==> src/hdl/rodt_pkg.sv <==
`timescale 1ns / 1ps
`default_nettype none
// ----------------------------------------------------------------------------
// rodt_pkg
// Shared types, register map and counting unit codes of the off-delay timer.
// ----------------------------------------------------------------------------
package rodt_pkg;

	localparam int unsigned CountW  = 16;
	localparam int unsigned MinuteW = 6;
	localparam int unsigned SecondW = 6;
	localparam int unsigned TenthW  = 4;
	localparam int unsigned UnitW   = 2;
	localparam int unsigned AddrW   = 3;
	localparam int unsigned DataW   = 32;

	// register index, taken from paddr[2]
	localparam logic REG_PRESET = 1'b0;
	localparam logic REG_UNIT   = 1'b1;

	localparam logic [UnitW-1:0] UNIT_TENTHS  = 2'd0;
	localparam logic [UnitW-1:0] UNIT_SECONDS = 2'd1;
	localparam logic [UnitW-1:0] UNIT_MINUTES = 2'd2;
	localparam logic [UnitW-1:0] UNIT_HOURS   = 2'd3;

	localparam logic FUNC_EVALUATE = 1'b0;
	localparam logic FUNC_TICK     = 1'b1;

	typedef logic [CountW-1:0]  count_t;
	typedef logic [MinuteW-1:0] minute_t;
	typedef logic [SecondW-1:0] second_t;
	typedef logic [TenthW-1:0]  tenth_t;
	typedef logic [UnitW-1:0]   unit_t;

	typedef struct packed {
		count_t preset_time;
		unit_t  unit_mode;
	} cfg_t;

endpackage
`default_nettype wire

==> src/hdl/rodt_in_if.sv <==
`timescale 1ns / 1ps
`default_nettype none
// ----------------------------------------------------------------------------
// rodt_in_if
// Input channel: evaluate and tick items with valid/ready handshake.
// ----------------------------------------------------------------------------
interface rodt_in_if;
	logic                valid;
	logic                ready;
	logic                func;
	logic                input_level;
	rodt_pkg::count_t    tick_increment;
	rodt_pkg::minute_t   clock_minute;
	rodt_pkg::second_t   clock_second;
	rodt_pkg::tenth_t    clock_tenth;

	modport source (
		output valid, func, input_level, tick_increment,
		       clock_minute, clock_second, clock_tenth,
		input  ready
	);
	modport sink (
		input  valid, func, input_level, tick_increment,
		       clock_minute, clock_second, clock_tenth,
		output ready
	);
endinterface
`default_nettype wire

==> src/hdl/rodt_out_if.sv <==
`timescale 1ns / 1ps
`default_nettype none
// ----------------------------------------------------------------------------
// rodt_out_if
// Result channel: output level and elapsed count with valid/ready handshake.
// ----------------------------------------------------------------------------
interface rodt_out_if;
	logic             valid;
	logic             ready;
	logic             output_level;
	rodt_pkg::count_t elapsed_count;

	modport source (
		output valid, output_level, elapsed_count,
		input  ready
	);
	modport sink (
		input  valid, output_level, elapsed_count,
		output ready
	);
endinterface
`default_nettype wire

==> src/hdl/rodt_apb_regs.sv <==
`timescale 1ns / 1ps
`default_nettype none
// ----------------------------------------------------------------------------
// rodt_apb_regs
// APB-style register file holding the preset and the counting unit.
// ----------------------------------------------------------------------------
module rodt_apb_regs (
	input  wire logic                        clk,
	input  wire logic                        arst_n,
	input  wire logic                        psel,
	input  wire logic                        penable,
	input  wire logic                        pwrite,
	input  wire logic [rodt_pkg::AddrW-1:0]  paddr,
	input  wire logic [rodt_pkg::DataW-1:0]  pwdata,
	output      logic [rodt_pkg::DataW-1:0]  prdata,
	output      logic                        pready,
	output      rodt_pkg::cfg_t              cfg
);

	rodt_pkg::count_t preset_q;
	rodt_pkg::unit_t  unit_q;
	logic             wr_en;

	assign pready = 1'b1;
	assign wr_en  = psel & penable & pwrite;

	always_ff @(posedge clk or negedge arst_n) begin
		if (!arst_n) begin
			preset_q <= '0;
			unit_q   <= rodt_pkg::UNIT_TENTHS;
		end else if (wr_en) begin
			case (paddr[2])
				rodt_pkg::REG_PRESET: preset_q <= pwdata[rodt_pkg::CountW-1:0];
				rodt_pkg::REG_UNIT:   unit_q   <= pwdata[rodt_pkg::UnitW-1:0];
				default: ;
			endcase
		end
	end

	always_comb begin
		case (paddr[2])
			rodt_pkg::REG_PRESET: prdata = {{(rodt_pkg::DataW-rodt_pkg::CountW){1'b0}}, preset_q};
			rodt_pkg::REG_UNIT:   prdata = {{(rodt_pkg::DataW-rodt_pkg::UnitW){1'b0}}, unit_q};
			default:              prdata = '0;
		endcase
	end

	assign cfg.preset_time = preset_q;
	assign cfg.unit_mode   = unit_q;

endmodule
`default_nettype wire

==> src/hdl/rodt_timer.sv <==
`timescale 1ns / 1ps
`default_nettype none
// ----------------------------------------------------------------------------
// rodt_timer
// Input register, timer state update and result register.
// ----------------------------------------------------------------------------
module rodt_timer (
	input  wire logic       clk,
	input  wire logic       arst_n,
	input  wire rodt_pkg::cfg_t cfg,
	rodt_in_if.sink         in_ch,
	rodt_out_if.source      out_ch
);

	// input stage
	logic              valid_s1;
	logic              func_s1;
	logic              level_s1;
	rodt_pkg::count_t  inc_s1;
	rodt_pkg::minute_t minute_s1;
	rodt_pkg::second_t second_s1;
	rodt_pkg::tenth_t  tenth_s1;

	// result stage
	logic              valid_s2;
	logic              out_level_s2;
	rodt_pkg::count_t  count_s2;

	// timer state
	logic              active_q;
	rodt_pkg::count_t  elapsed_q;
	rodt_pkg::minute_t start_minute_q;
	rodt_pkg::second_t start_second_q;
	rodt_pkg::tenth_t  start_tenth_q;

	logic              advance;
	logic              fire;
	logic              boundary;
	logic [rodt_pkg::CountW:0] sum;
	rodt_pkg::count_t  sat_sum;
	logic              active_d;
	rodt_pkg::count_t  elapsed_d;
	logic              snap;

	assign advance     = !valid_s2 || out_ch.ready;
	assign in_ch.ready = !valid_s1 || advance;
	assign fire        = valid_s1 && advance;

	always_ff @(posedge clk or negedge arst_n) begin
		if (!arst_n) begin
			valid_s1 <= 1'b0;
		end else if (in_ch.ready) begin
			valid_s1 <= in_ch.valid;
		end
	end

	always_ff @(posedge clk) begin
		if (in_ch.ready && in_ch.valid) begin
			func_s1   <= in_ch.func;
			level_s1  <= in_ch.input_level;
			inc_s1    <= in_ch.tick_increment;
			minute_s1 <= in_ch.clock_minute;
			second_s1 <= in_ch.clock_second;
			tenth_s1  <= in_ch.clock_tenth;
		end
	end

	always_comb begin
		case (cfg.unit_mode)
			rodt_pkg::UNIT_TENTHS:  boundary = 1'b1;
			rodt_pkg::UNIT_SECONDS: boundary = (tenth_s1 == start_tenth_q);
			rodt_pkg::UNIT_MINUTES: boundary = (tenth_s1 == start_tenth_q)
			                                && (second_s1 == start_second_q);
			default:                boundary = (tenth_s1 == start_tenth_q)
			                                && (second_s1 == start_second_q)
			                                && (minute_s1 == start_minute_q);
		endcase
	end

	assign sum     = {1'b0, elapsed_q} + {1'b0, inc_s1};
	// saturate at full scale
	assign sat_sum = sum[rodt_pkg::CountW] ? '1 : sum[rodt_pkg::CountW-1:0];

	always_comb begin
		active_d  = active_q;
		elapsed_d = elapsed_q;
		snap      = 1'b0;
		if (func_s1 == rodt_pkg::FUNC_EVALUATE) begin
			if (level_s1 && !active_q) begin
				active_d  = 1'b1;
				elapsed_d = '0;
			end
		end else if (active_q) begin
			if (level_s1) begin
				// retrigger: restart the count and take a clock snapshot
				elapsed_d = '0;
				snap      = 1'b1;
			end else if (boundary) begin
				elapsed_d = sat_sum;
				if (sat_sum >= cfg.preset_time) begin
					active_d = 1'b0;
				end
			end
		end
	end

	always_ff @(posedge clk or negedge arst_n) begin
		if (!arst_n) begin
			active_q       <= 1'b0;
			elapsed_q      <= '0;
			start_minute_q <= '0;
			start_second_q <= '0;
			start_tenth_q  <= '0;
		end else if (fire) begin
			active_q  <= active_d;
			elapsed_q <= elapsed_d;
			if (snap) begin
				start_minute_q <= minute_s1;
				start_second_q <= second_s1;
				start_tenth_q  <= tenth_s1;
			end
		end
	end

	always_ff @(posedge clk or negedge arst_n) begin
		if (!arst_n) begin
			valid_s2 <= 1'b0;
		end else if (advance) begin
			valid_s2 <= valid_s1;
		end
	end

	always_ff @(posedge clk) begin
		if (fire) begin
			out_level_s2 <= active_d;
			count_s2     <= elapsed_d;
		end
	end

	assign out_ch.valid         = valid_s2;
	assign out_ch.output_level  = out_level_s2;
	assign out_ch.elapsed_count = count_s2;

endmodule
`default_nettype wire

==> src/hdl/retriggerable_off_delay_timer_core.sv <==
`timescale 1ns / 1ps
`default_nettype none
// ----------------------------------------------------------------------------
// retriggerable_off_delay_timer_core
// Retriggerable off-delay timer with selectable counting unit.
// ----------------------------------------------------------------------------
// Channel  Dir  Handshake              Payload
// in_ch    in   valid/ready            func, input_level, tick_increment, clock
// out_ch   out  valid/ready            output_level, elapsed_count
// apb      in   psel/penable, pready=1 preset_time @0x0, unit_mode @0x4
//
// One item per cycle while the result side takes its results; a result passes
// through the input register and then the result register before it is offered.
// The input register and the result register part the two sides: while a
// result waits, one more transaction is taken and then the input holds.
// Reset clears the timer state and the stage valids at once, but not the data in both registers.
// ----------------------------------------------------------------------------
module retriggerable_off_delay_timer_core (
	input  wire logic                       clk,
	input  wire logic                       arst_n,
	rodt_in_if.sink                         in_ch,
	rodt_out_if.source                      out_ch,
	input  wire logic                       psel,
	input  wire logic                       penable,
	input  wire logic                       pwrite,
	input  wire logic [rodt_pkg::AddrW-1:0] paddr,
	input  wire logic [rodt_pkg::DataW-1:0] pwdata,
	output      logic [rodt_pkg::DataW-1:0] prdata,
	output      logic                       pready
);

	rodt_pkg::cfg_t cfg;

	rodt_apb_regs u_regs (
		.clk     (clk),
		.arst_n  (arst_n),
		.psel    (psel),
		.penable (penable),
		.pwrite  (pwrite),
		.paddr   (paddr),
		.pwdata  (pwdata),
		.prdata  (prdata),
		.pready  (pready),
		.cfg     (cfg)
	);

	rodt_timer u_timer (
		.clk    (clk),
		.arst_n (arst_n),
		.cfg    (cfg),
		.in_ch  (in_ch),
		.out_ch (out_ch)
	);

endmodule
`default_nettype wire

==> src/flat_wrapper.sv <==
// flat-port wrapper written by rule: the top's interface ports become plain ports
module retriggerable_off_delay_timer_core_flat 
  (clk, arst_n, psel, penable, pwrite, paddr, pwdata, prdata, pready, in_ch_valid, in_ch_func, in_ch_input_level, in_ch_tick_increment, in_ch_clock_minute, in_ch_clock_second, in_ch_clock_tenth, in_ch_ready, out_ch_valid, out_ch_output_level, out_ch_elapsed_count, out_ch_ready);
  rodt_in_if in_ch_i ();
  rodt_out_if out_ch_i ();
  input  wire logic clk;
  input  wire logic arst_n;
  input  wire logic psel;
  input  wire logic penable;
  input  wire logic pwrite;
  input  wire logic [rodt_pkg::AddrW-1:0] paddr;
  input  wire logic [rodt_pkg::DataW-1:0] pwdata;
  output      logic [rodt_pkg::DataW-1:0] prdata;
  output      logic pready;
  input wire logic [$bits(in_ch_i.valid)-1:0] in_ch_valid;
  input wire logic [$bits(in_ch_i.func)-1:0] in_ch_func;
  input wire logic [$bits(in_ch_i.input_level)-1:0] in_ch_input_level;
  input wire logic [$bits(in_ch_i.tick_increment)-1:0] in_ch_tick_increment;
  input wire logic [$bits(in_ch_i.clock_minute)-1:0] in_ch_clock_minute;
  input wire logic [$bits(in_ch_i.clock_second)-1:0] in_ch_clock_second;
  input wire logic [$bits(in_ch_i.clock_tenth)-1:0] in_ch_clock_tenth;
  output wire logic [$bits(in_ch_i.ready)-1:0] in_ch_ready;
  output wire logic [$bits(out_ch_i.valid)-1:0] out_ch_valid;
  output wire logic [$bits(out_ch_i.output_level)-1:0] out_ch_output_level;
  output wire logic [$bits(out_ch_i.elapsed_count)-1:0] out_ch_elapsed_count;
  input wire logic [$bits(out_ch_i.ready)-1:0] out_ch_ready;
  assign in_ch_i.valid = in_ch_valid;
  assign in_ch_i.func = in_ch_func;
  assign in_ch_i.input_level = in_ch_input_level;
  assign in_ch_i.tick_increment = in_ch_tick_increment;
  assign in_ch_i.clock_minute = in_ch_clock_minute;
  assign in_ch_i.clock_second = in_ch_clock_second;
  assign in_ch_i.clock_tenth = in_ch_clock_tenth;
  assign in_ch_ready = in_ch_i.ready;
  assign out_ch_valid = out_ch_i.valid;
  assign out_ch_output_level = out_ch_i.output_level;
  assign out_ch_elapsed_count = out_ch_i.elapsed_count;
  assign out_ch_i.ready = out_ch_ready;
  retriggerable_off_delay_timer_core u_core (.clk(clk), .arst_n(arst_n), .in_ch(in_ch_i), .out_ch(out_ch_i), .psel(psel), .penable(penable), .pwrite(pwrite), .paddr(paddr), .pwdata(pwdata), .prdata(prdata), .pready(pready));
endmodule
==> config.mk <==
export PLATFORM = sky130hd
export DESIGN_NAME = retriggerable_off_delay_timer_core_flat
export DESIGN_NICKNAME = d
export VERILOG_FILES = /design/src/hdl/rodt_pkg.sv /design/src/hdl/rodt_in_if.sv /design/src/hdl/rodt_out_if.sv /design/src/hdl/rodt_apb_regs.sv /design/src/hdl/rodt_timer.sv /design/src/hdl/retriggerable_off_delay_timer_core.sv /design/src/flat_wrapper.sv
export SDC_FILE = /design/constraint.sdc
export NUM_CORES = 1
export LEC_CHECK = 0
export ABC_AREA = 1
export CORE_MARGIN = 8
export CORE_UTILIZATION = 50
export CTS_BUF_LIST = sky130_fd_sc_hd__clkbuf_8 sky130_fd_sc_hd__clkbuf_16
export CTS_CLUSTER_DIAMETER = 40
export DETAILED_ROUTE_END_ITERATION = 6
export DONT_BUFFER_PORTS = 1
export SYNTH_ARGS = -nofsm -noshare
export SYNTH_HDL_FRONTEND = slang
export SYNTH_HIERARCHICAL = 1
export SYNTH_SLANG_ARGS = --single-unit
==> constraint.sdc <==
create_clock -name clk -period 4 [get_ports clk]
set_input_delay 0.2 -clock clk [delete_from_list [all_inputs] [get_ports clk]]
set_output_delay 0.2 -clock clk [all_outputs]
set_load 0.05 [all_outputs]
==> results of run 1 <==
[final cells by class]
class	instances	area, sq um
Tap cell	172	215.2
Inverter	144	540.5
Timing Repair Buffer	56	568.0
Multi-Input combinational cell	590	2947
Clock buffer	9	225.2
Fill cell	1159	5259
Clock inverter	7	58.81
Sequential cell	104	2858
[per-stage QoR]
stage / instance area [sq um] / cells
floorplan: 6583 / 876
global placement: 6590 / 1014
detailed placement: 6590 / 1014
CTS: 7412 / 1082
global route: 7412 / 1082
finish: 7412 / 1082
[repair_timing]
| item | CTS | global route |
|---|---|---|
| hold buffers | 52 | 0 |
| buffers inserted | 0 | 0 |
| gates resized for setup | 0 | 0 |
| endpoints found under the hold margin | 103 | 0 |
[power by group through the flow]
stage | Clock [mW] | Sequential, mW | Combinational, mW
2_1_floorplan | 0 | 1.74 | 1.87
3_3_place_gp | 0 | 1.81 | 2.33
3_5_place_dp | 0 | 1.81 | 2.38
4_1_cts | 0.866 | 1.79 | 2.45
5_1_grt | 0.903 | 1.83 | 2.80
6_report | 0.835 | 1.79 | 2.44
[sequential cells by signal, summed over array words and instances (netlist names), 6 cells and up]
name / cells
u_core/u_timer/second_s1: 6
u_core/u_regs/preset_q: 16
u_core/u_timer/minute_s1: 6
u_core/u_timer/inc_s1: 16
u_core/u_timer/start_second_q: 6
u_core/u_timer/start_minute_q: 6
u_core/u_timer/out_ch.elapsed_count: 16
u_core/u_timer/elapsed_q: 16
[routing by layer]
layer | global-route usage (%) | wire, um
met5 | 0 | 0
met4 | 7.104 | 418
met3 | 5.018 | 955
met2 | 34.89 | 8084
met1 | 24.35 | 7025
[placed cells by master (no fill, tap or decap), drive strengths merged]
master | netlist | final
a21boi | 14 | 14
a21oi | 38 | 38
and2 | 5 | 5
buf | 29 | 5
clkbuf | 9 | 9
clkinv | 1 | 5
clkinvlp | 0 | 1
conb | 2 | 17
dfrtp | 53 | 53
dlygate4sd3 | 0 | 51
edfxtp | 51 | 51
fa | 1 | 1
ha | 32 | 32
inv | 143 | 145
nand2 | 295 | 295
nand3 | 87 | 87
nand3b | 1 | 1
nand4 | 6 | 6
nor2 | 46 | 46
nor3 | 2 | 2
nor4 | 1 | 1
o211ai | 1 | 1
o21ai | 37 | 37
xnor2 | 7 | 7
[synth_stat cells, drive strengths merged]
cell / number
ha: 32
nand4: 6
xnor2: 7
nor3: 2
a21oi: 38
buf: 29
inv: 143
nor2: 46
dfrtp: 53
a21boi: 14
fa: 1
nand3: 87
clkbuf: 9
o21ai: 37
nand2: 295
nand3b: 1
nor4: 1
edfxtp: 51
conb: 2
o211ai: 1
clkinv: 1
and2: 5
[kinds of logic after synthesis]
kind of cell / count (synthesis) / share of synthesized area, %
and+or+nand+nor: 443 / 28.83
buffers and inverters: 182 / 12.06
DFF: 104 / 43.79
AOI/OAI and AO/OA: 90 / 7.822
adders and majority gates: 33 / 6.442
xor gates and xnor gates: 7 / 0.9394
other: 2 / 0.1151
[critical path, delay by kind of cell (launching register included)]
kind            cells  cell delay, ns
compound gates      1            0.36
fa+ha+maj           3            1.06
buf+inv             2            0.09
flops               1            0.42
simple gates       12            1.48
[worst min-delay path by stage]
stage / slack (ns) / endpoint / cells past startpoint / startpoint
4_1_cts: 0.004 / u_core/u_regs/preset_q[7]$_DFFE_PN0P_ / 2 / pwdata[7]
3_3_place_gp: -0.09 / u_core/u_timer/start_second_q[1]$_DFFE_PN0P_ / 0 / arst_n
5_1_grt: 0.01 / u_core/u_regs/preset_q[7]$_DFFE_PN0P_ / 2 / pwdata[7]
2_1_floorplan: -0.1 / u_core/u_regs/preset_q[0]$_DFFE_PN0P_ / 0 / arst_n
6_report: 0.02 / u_core/u_regs/preset_q[7]$_DFFE_PN0P_ / 2 / pwdata[7]
3_5_place_dp: -0.09 / u_core/u_timer/start_second_q[0]$_DFFE_PN0P_ / 0 / arst_n
==> run_results.csv, run 1 <==
group,metric,value,unit
floorplan,ios,128,
finish,final_core_util,58.50,%
synthesis,synth_cells,861,
global_routing,grt_pass1_vias,5429,
global_routing,antenna_found_initial,0,
power_and_ir_drop,power.switching,2.393,mW
worst_setup_path,start_kind,"flip-flop",
synthesis,ys_ff_latch,104,
sta,setup_violations,0,
floorplan,rows,41,
global_routing,grt_max_degree,54,
routing,num_vias,5476,
routing,drc,0,
clock_tree,path_clk_slew,0.07,ns
power_and_ir_drop,power_frac_comb,48.2,%
routing,drtIter0Drc,328,
sta,drv_slew,0,
sta,setup_ws,0.3657,ns
worst_setup_path,worstSetupEndpointType,"flip-flop",
worst_setup_path,crit_slowest_cell,"fa_1",
global_routing,track_usage,20.35,%
synthesis,synth_cell_type_count,37,
sta,min_period,3.634,ns
worst_setup_path,rr_worst_depth,18,
worst_setup_path,path_class,"flip-flop to flip-flop",
sta,holdWs,0.01879,ns
worst_setup_path,path_common_cell,"nand3_1",
worst_setup_path,endpoint,"u_core/u_timer/out_ch.output_level$_DFFE_PP_",
sta,fin_skew,0.01058,ns
sta,fin_crit_sh,90.86,%
worst_setup_path,r2r_start,"u_core/u_timer/elapsed_q[0]$_DFFE_PN0P_",
worst_setup_path,worstPathArrival,3.75,ns
run,max_cap_viol_count,0,
clock_tree,clockBufferDepth,2,
power_and_ir_drop,peakVddDrop,390.2,uV
power_and_ir_drop,power.leakage,3.732,nW
clock_tree,cts_sinks,104,
routing,first_pass_iters,5,
synthesis,syn_area,0.006526,sq mm
floorplan,die_y,130.2,um
finish,area_growth,13.57,%
finish,drive_gt1_share,4.505,%
worst_hold_path,hp-class,"primary input to flip-flop",
power_and_ir_drop,seq_power_share,35.3,%
place,dp_slack,0.3681,ns
floorplan,die_area,0.01696,sq mm
floorplan,initial_utilization,51.51,%
place,portBuffers,0,
power_and_ir_drop,p_clk_share,16.5,%
sta,finalSetupTns,0,ns
power_and_ir_drop,power_switching_share,47.22,%
worst_setup_path,path_max_fanout,15,
synthesis,ys_seq_area_share,43.79,%
floorplan,core,0.01267,sq mm
worst_setup_path,critPathMaxStageDelay,0.50,ns
sta,fmax,275.2,MHz
routing,wl_per_cell,15.23,um
worst_setup_path,worstPathRequired,4.11,ns
finish,antenna_cells,0,
finish,fin_nets,1014,
clock_tree,cts_tree,"done",
power_and_ir_drop,p_int,2.675,mW
synthesis,yosys.area.top_type,"edfxtp_1",
worst_setup_path,r2r-end,"u_core/u_timer/out_ch.output_level$_DFFE_PP_",
worst_setup_path,r2r_slack,0.37,ns
sta,rsz0062_at_grt,"false",
worst_setup_path,path_cells,"ha_1 > fa_1 > nand3_1 > nand3_1 > nand2_1 > nand2_2 > a21oi_4 > nand3_1 > ha_1 > nand2_1 > inv_1 > nand3_1 > nor3_1 > nand3_1 > nand3_1 > nand3_1 > nand2_1 > inv_1",
routing,vias_per_cell,5.061,
routing,totalWireLength,16480,um
place,gp_congestion,0.8465,
synthesis,synth_area_leaders,"edfxtp_1, dfrtp_1, nand2_1",
clock_tree,cts_root_buf,"clkbuf_16",
synthesis,syn_area_per_cell,7.580,sq um
status,outcome,"finished, final reports clean",
place,hpwl,12370,um
clock_tree,cts_made_buffers,9,
sta,tightest_slew,1.188,ns
synthesis,synth_top_area_share,23.47,%
routing,ant_nets,0,
sta,relSlewSlack,20.53,%
power_and_ir_drop,p_per_area,683.7,mW/mm^2
synthesis,ys_warn_count,6,
global_routing,grt_pass1_wl,26610,um
clock_tree,insertion_delay,0.35,ns
floorplan,die_width,130.2,um
power_and_ir_drop,power,5.068,mW
sta,hold_viol_final,0,
clock_tree,cts-htree-levels,3,
global_routing,grt_overflow,0,
worst_setup_path,critPathLaunch,"u_core/u_timer/elapsed_q[0]$_DFFE_PN0P_",
No activity file was read; power rests on OpenSTA's default activity.
==> run 2, diff against run 1 <==
CTS_BUF_LIST = sky130_fd_sc_hd__clkbuf_2 sky130_fd_sc_hd__clkbuf_4 sky130_fd_sc_hd__clkbuf_8   (was sky130_fd_sc_hd__clkbuf_8 sky130_fd_sc_hd__clkbuf_16)
==> run_results.csv, run 2 (same netlist as run 1, synthesis figures left out) <==
group,metric,value,unit
status,outcome,"finished, final reports clean",
worst_setup_path,worstPathArrival,3.78,ns
global_routing,grt_pass1_wl,26810,um
floorplan,die_y,130.2,um
place,gp_congestion,0.8465,
finish,area_growth,13.00,%
clock_tree,cts_root_buf,"clkbuf_8",
worst_setup_path,rr_worst_depth,18,
place,hpwl,12370,um
routing,totalWireLength,16700,um
sta,rsz0062_at_grt,"false",
floorplan,ios,128,
floorplan,rows,41,
routing,num_vias,5490,
worst_setup_path,worstPathRequired,4.16,ns
sta,finalSetupTns,0,ns
worst_setup_path,r2r-end,"u_core/u_timer/out_ch.output_level$_DFFE_PP_",
finish,final_common_cell,"nand2_1",
finish,fin_nets,1020,
floorplan,core,0.01267,sq mm
worst_setup_path,critPathLaunch,"u_core/u_timer/elapsed_q[0]$_DFFE_PN0P_",
run,max_cap_viol_count,0,
worst_hold_path,hp-class,"primary input to flip-flop",
global_routing,track_usage,20.48,%
worst_setup_path,path_max_fanout,15,
routing,drtIter0Drc,351,
clock_tree,clockBufferDepth,2,
finish,antenna_cells,0,
worst_setup_path,r2r_slack,0.38,ns
power_and_ir_drop,power.leakage,3.712,nW
place,portBuffers,0,
worst_setup_path,start_kind,"flip-flop",
routing,drc,0,
clock_tree,cts_made_buffers,9,
sta,drv_slew,0,
finish,layout_common_cells,"nand2_1, inv_1, nand3_1",
global_routing,grt_overflow,0,
routing,ant_nets,0,
worst_setup_path,path_class,"flip-flop to flip-flop",
power_and_ir_drop,p_per_area,660.0,mW/mm^2
clock_tree,ctsResizeCount,0,
clock_tree,insertion_delay,0.39,ns
finish,finalNonFillerCells,1088,
global_routing,grt_max_degree,54,
clock_tree,cts-htree-levels,3,
sta,holdWs,0.1000,ns
clock_tree,path_clk_slew,0.11,ns
power_and_ir_drop,peakVddDrop,429.1,uV
finish,drive_gt1_share,4.585,%
global_routing,antenna_found_initial,0,
floorplan,initial_utilization,51.51,%
worst_setup_path,worstSetupEndpointType,"flip-flop",
sta,relSlewSlack,21.97,%
finish,final_core_util,58.20,%
sta,hold_viol_final,0,
sta,min_period,3.620,ns
clock_tree,cts_sinks,104,
global_routing,grt_pass1_vias,5486,
sta,fin_skew,0.01367,ns
power_and_ir_drop,power,4.867,mW
floorplan,die_area,0.01696,sq mm
place,placedCellCount,1014,
sta,tightest_slew,1.166,ns
routing,vias_per_cell,5.046,
clock_tree,cts_tree,"done",
routing,wl_per_cell,15.35,um
worst_setup_path,r2r_start,"u_core/u_timer/elapsed_q[0]$_DFFE_PN0P_",
routing,first_pass_iters,6,
sta,fmax,276.2,MHz
floorplan,die_width,130.2,um
sta,fin_crit_sh,90.51,%
worst_setup_path,endpoint,"u_core/u_timer/out_ch.output_level$_DFFE_PP_",
sta,setup_violations,0,
[run 2: worst max-delay path, stage by stage, from the launching register on]
cell and delay, ns:
dfrtp_1 0.43, ha_1 0.25, fa_1 0.50, nand3_1 0.13
nand3_1 0.11, nand2_1 0.11, nand2_2 0.10, a21oi_4 0.36
nand3_1 0.19, ha_1 0.31, nand2_1 0.06, inv_1 0.05
nand3_1 0.09, nor3_1 0.21, nand3_1 0.10, nand3_1 0.17
nand3_1 0.12, nand2_1 0.07, inv_1 0.04
[run 2: through the flow]
stage          area [sq um]  setup WS, ns
2_1_floorplan          6583        0.8851
3_3_place_gp           6590        0.4791
3_5_place_dp           6590        0.3681
4_1_cts                7375        0.3527
5_1_grt                7375       0.07759
6_report               7375        0.3796
[run 2: per-layer routing]
layer | part of all wire, % | global-route usage [%] | up-vias
met5 | 0 | 0 | -
met4 | 2.9 | 8.197 | 0
met1 | 42 | 24.53 | 2524
met3 | 5.7 | 4.325 | 28
li1 | - | - | 2785
met2 | 49 | 35.19 | 153
[run 2: power breakdown]
part / switching [mW] / total (mW) / internal, mW
combinational: 1.62 / 2.45 / 0.829
sequential: 0.367 / 1.79 / 1.42
clock: 0.385 / 0.627 / 0.242
total: 2.37 / 4.87 / 2.49
[run 2: worst min path at each step]
| stage | startpoint | to | slack, ns | depth (start not counted) |
|---|---|---|---|---|
| finish | pwrite | u_core/u_regs/preset_q[8]$_DFFE_PN0P_ | 0.10 | 4 |
| global route | pwrite | u_core/u_regs/preset_q[12]$_DFFE_PN0P_ | 0.12 | 4 |
| CTS | pwrite | u_core/u_regs/preset_q[6]$_DFFE_PN0P_ | 0.07 | 4 |
| detailed placement | arst_n | u_core/u_timer/start_second_q[0]$_DFFE_PN0P_ | -0.09 | 0 |
| global placement | arst_n | u_core/u_timer/start_second_q[1]$_DFFE_PN0P_ | -0.09 | 0 |
| floorplan | arst_n | u_core/u_regs/preset_q[0]$_DFFE_PN0P_ | -0.1 | 0 |
[run 2: area by class of cell]
| cell class | count | area (sq um) |
|---|---|---|
| Inverter | 144 | 540.5 |
| Timing Repair Buffer | 62 | 628.1 |
| Fill cell | 1174 | 5296 |
| Tap cell | 172 | 215.2 |
| Sequential cell | 104 | 2858 |
| Clock inverter | 6 | 55.05 |
| Clock buffer | 10 | 131.4 |
| Multi-Input combinational cell | 590 | 2947 |
[run 2: timing repair]
action                     in CTS  in global routing
hold endpoints to repair      107                  0
hold buffers                   58                  0
buffers inserted                0                  0
setup endpoints to repair       0                  0
==> run 3, diff against run 2 <==
SYNTH_HIERARCHICAL = unset   (was 1)
==> run_results.csv, run 3 <==
group,metric,value,unit
worst_setup_path,rr_worst_depth,22,
routing,wl_met3,847,um
worst_setup_path,worstPathRequired,4.16,ns
finish,antenna_cells,0,
clock_tree,clockBufferDepth,2,
worst_hold_path,hold_end,"u_core.u_regs.unit_q[1]$_DFFE_PN0P_",
floorplan,ios,128,
sta,rsz0062_at_grt,"false",
routing,num_vias,4796,
routing,top_layer,"met4",
global_routing,grt_overflow,0,
finish,fin_nets,885,
worst_setup_path,path_common_cell,"nand3_1",
routing,met1Wirelength,6172,um
sta,tightest_slew,1.070,ns
power_and_ir_drop,p_int,2.596,mW
sta,fin_crit_sh,83.36,%
synthesis,syn_area_per_cell,8.432,sq um
power_and_ir_drop,p_per_area,680.0,mW/mm^2
synthesis,ys_ff_latch,104,
routing,ant_nets,0,
power_and_ir_drop,peakVddDrop,446.9,uV
routing,first_pass_iters,5,
clock_tree,cts_sinks,104,
global_routing,grt_pass1_vias,4819,
synthesis,synth_most_common_cell,"nand2_1",
floorplan,initial_utilization,51.10,%
global_routing,antenna_found_initial,0,
clock_tree,cts-htree-levels,3,
sta,drv_slew,0,
synthesis,syn_area,0.006138,sq mm
worst_setup_path,worstSetupEndpointType,"flip-flop",
synthesis,synth-edff-count,51,
routing,dr_wl_met2,7089,um
worst_setup_path,start_kind,"flip-flop",
worst_setup_path,r2r-end,"u_core.u_timer.out_ch.output_level$_DFFE_PP_",
clock_tree,cts_root_buf,"clkbuf_8",
sta,setup_violations,0,
place,gp_congestion,0.8555,
synthesis,ys_warn_count,0,
routing,drc,0,
worst_setup_path,path_cells,"ha_1 > fa_1 > nand3_1 > nand2_2 > nand3_2 > nand2_2 > nand2_4 > nand2_8 > inv_6 > nand2_1 > nor2_2 > inv_1 > ha_1 > nand2_1 > inv_1 > nand3_1 > nor3_1 > nand3_1 > nand3_1 > nand4_1 > nand2_1 > inv_1",
status,outcome,"finished, final reports clean",
power_and_ir_drop,power.leakage,3.382,nW
clock_tree,insertion_delay,0.39,ns
synthesis,async_flop_share,50.96,%
place,portBuffers,0,
worst_setup_path,path_max_fanout,18,
synthesis,ys.flop_type,"dfrtp_1",
finish,regArea,0.002858,sq mm
worst_hold_path,hold_path_depth,2,
synthesis,synth_commonest_cells,"nand2_1, inv_1, nor2_1, nand3_1, dfrtp_1",
finish,final_common_cell,"nand2_1",
sta,hold_viol_final,0,
finish,layout_common_cells,"nand2_1, inv_1, nor2_1",
global_routing,grt_max_degree,54,
finish,area_growth,13.78,%
power_and_ir_drop,p_clk_share,15.6,%
floorplan,rows,40,
routing,wl_per_cell,15.42,um
routing,totalWireLength,14310,um
synthesis,synth_cells,728,
clock_tree,path_clk_slew,0.10,ns
power_and_ir_drop,power.switching,2.153,mW
synthesis,yosys.area.top_type,"edfxtp_1",
floorplan,die_y,126.8,um
sta,min_period,3.334,ns
synthesis,synth_area_leaders,"edfxtp_1, dfrtp_1, nand2_1",
synthesis,ys_seq_area_share,46.56,%
finish,fill_cells,1075,
worst_hold_path,hp-class,"primary input to flip-flop",
run,max_cap_viol_count,0,
worst_setup_path,r2r_slack,0.67,ns
routing,vias_per_cell,5.168,
floorplan,die_area,0.01608,sq mm
worst_setup_path,path_class,"flip-flop to flip-flop",
worst_hold_path,hp-start,"paddr[2]",
power_and_ir_drop,power_frac_comb,47.4,%
worst_setup_path,critPathMaxStageDelay,0.43,ns
sta,finalSetupTns,0,ns
power_and_ir_drop,power,4.749,mW
routing,drtIter0Drc,419,
sta,relSlewSlack,28.58,%
floorplan,die_width,126.8,um
synthesis,synth_top_area_share,24.95,%
worst_setup_path,r2r_start,"u_core.u_timer.elapsed_q[0]$_DFFE_PN0P_",
finish,drive_gt1_share,6.914,%
sta,fin_skew,0.01596,ns
clock_tree,cts_made_buffers,9,
worst_setup_path,crit_slowest_cell,"dfrtp_1",
power_and_ir_drop,power_switching_share,45.34,%
clock_tree,cts_tree,"done",
synthesis,synth_cell_type_count,38,
finish,multi_input_area,0.002798,sq mm
floorplan,core,0.01201,sq mm
sta,fmax,299.9,MHz
worst_setup_path,worstPathArrival,3.50,ns
place,hpwl,10180,um
global_routing,grt_pass1_wl,23770,um
power_and_ir_drop,seq_power_share,37.0,%
global_routing,track_usage,18.47,%
[run 3: cell types whose count changed after synthesis, sizes merged, moves of 3 or more]
cell / previous run / this run
o21ai: 37 / 28
nand2: 295 / 203
a21oi: 38 / 51
xor2: 0 / 13
inv: 143 / 84
nor2: 46 / 60
mux2: 0 / 11
nand3: 87 / 61
and2: 5 / 1
nand4: 6 / 3
nand3b: 1 / 11
[run 3: worst max-delay path by stage]
stage	start	endpoint	cells past startpoint
global route	u_core.u_timer.elapsed_q[0]$_DFFE_PN0P_	u_core.u_timer.active_q$_DFFE_PN0P_	22
global placement	u_core.u_timer.elapsed_q[0]$_DFFE_PN0P_	u_core.u_timer.out_ch.output_level$_DFFE_PP_	22
floorplan	u_core.u_timer.elapsed_q[0]$_DFFE_PN0P_	u_core.u_timer.out_ch.output_level$_DFFE_PP_	22
detailed placement	u_core.u_timer.elapsed_q[0]$_DFFE_PN0P_	u_core.u_timer.out_ch.output_level$_DFFE_PP_	22
finish	u_core.u_timer.elapsed_q[0]$_DFFE_PN0P_	u_core.u_timer.out_ch.output_level$_DFFE_PP_	22
CTS	u_core.u_timer.elapsed_q[0]$_DFFE_PN0P_	u_core.u_timer.out_ch.output_level$_DFFE_PP_	22
[run 3: final cells by class]
type	count	share of cell area, %
multi-input cells	517	40.06
repair buffers	59	8.527
clock inverters	5	1.236
well taps	147	2.633
inverters	85	4.640
flip-flops and latches	104	40.92
clock buffers	11	1.989
[run 3: power groups by stage]
stage	clock network (mW)	registers, mW	logic, mW
after global placement	0	1.77	2.15
after CTS	0.765	1.76	2.28
final	0.740	1.76	2.25
after detailed placement	0	1.78	2.20
after global routing	0.799	1.80	2.57
after floorplan	0	1.73	1.78
[run 3: logic make-up (layout without fill, tap and decap cells)]
family / after synthesis / in the layout / share of synthesized area (%)
AO/OA/AOI/OAI: 96 / 96 / 8.581
multiplexers: 11 / 11 / 2.018
flip-flops: 104 / 104 / 46.56
buffers and inverters: 122 / 160 / 8.928
other: 2 / 17 / 0.1223
XOR/XNOR: 18 / 18 / 2.568
adder cells (fa/ha/maj): 33 / 33 / 6.849
AND/OR/NAND/NOR: 342 / 342 / 24.38
[run 3: worst max-delay path, delay by kind of cell, from the launching register on]
| kind | cells | cell delay, ns |
|---|---|---|
| DFF | 1 | 0.43 |
| and+or+nand+nor | 15 | 1.45 |
| adders and majority gates | 3 | 0.91 |
| buffers and inverters | 4 | 0.29 |
[run 3: through the flow]
step	cells	setup WS [ns]	hold slack (ns)	cell area (sq um)	utilization [%]
floorplan	743	1.082	-0.09559	6195	-
global placement	858	0.6940	-0.09340	6201	51.63
detailed placement	858	0.6451	-0.09371	6201	51.63
CTS	928	0.6271	0.01201	6984	58.15
global route	928	0.2782	0.05459	6984	58.15
finish	928	0.6657	0.03451	6984	58.15
[run 3: repair_timing]
action / in CTS / in global routing
resized for setup: 0 / 0
hold endpoints to repair: 107 / 0
hold buffers: 54 / 0
setup buffers: 0 / 0
[run 3: metal layers]
layer,GRT usage (%),vias to the layer above
li1,-,2437
met1,21.55,2221
met2,31.95,123
met3,5.698,15
met4,5.388,0
met5,0,-
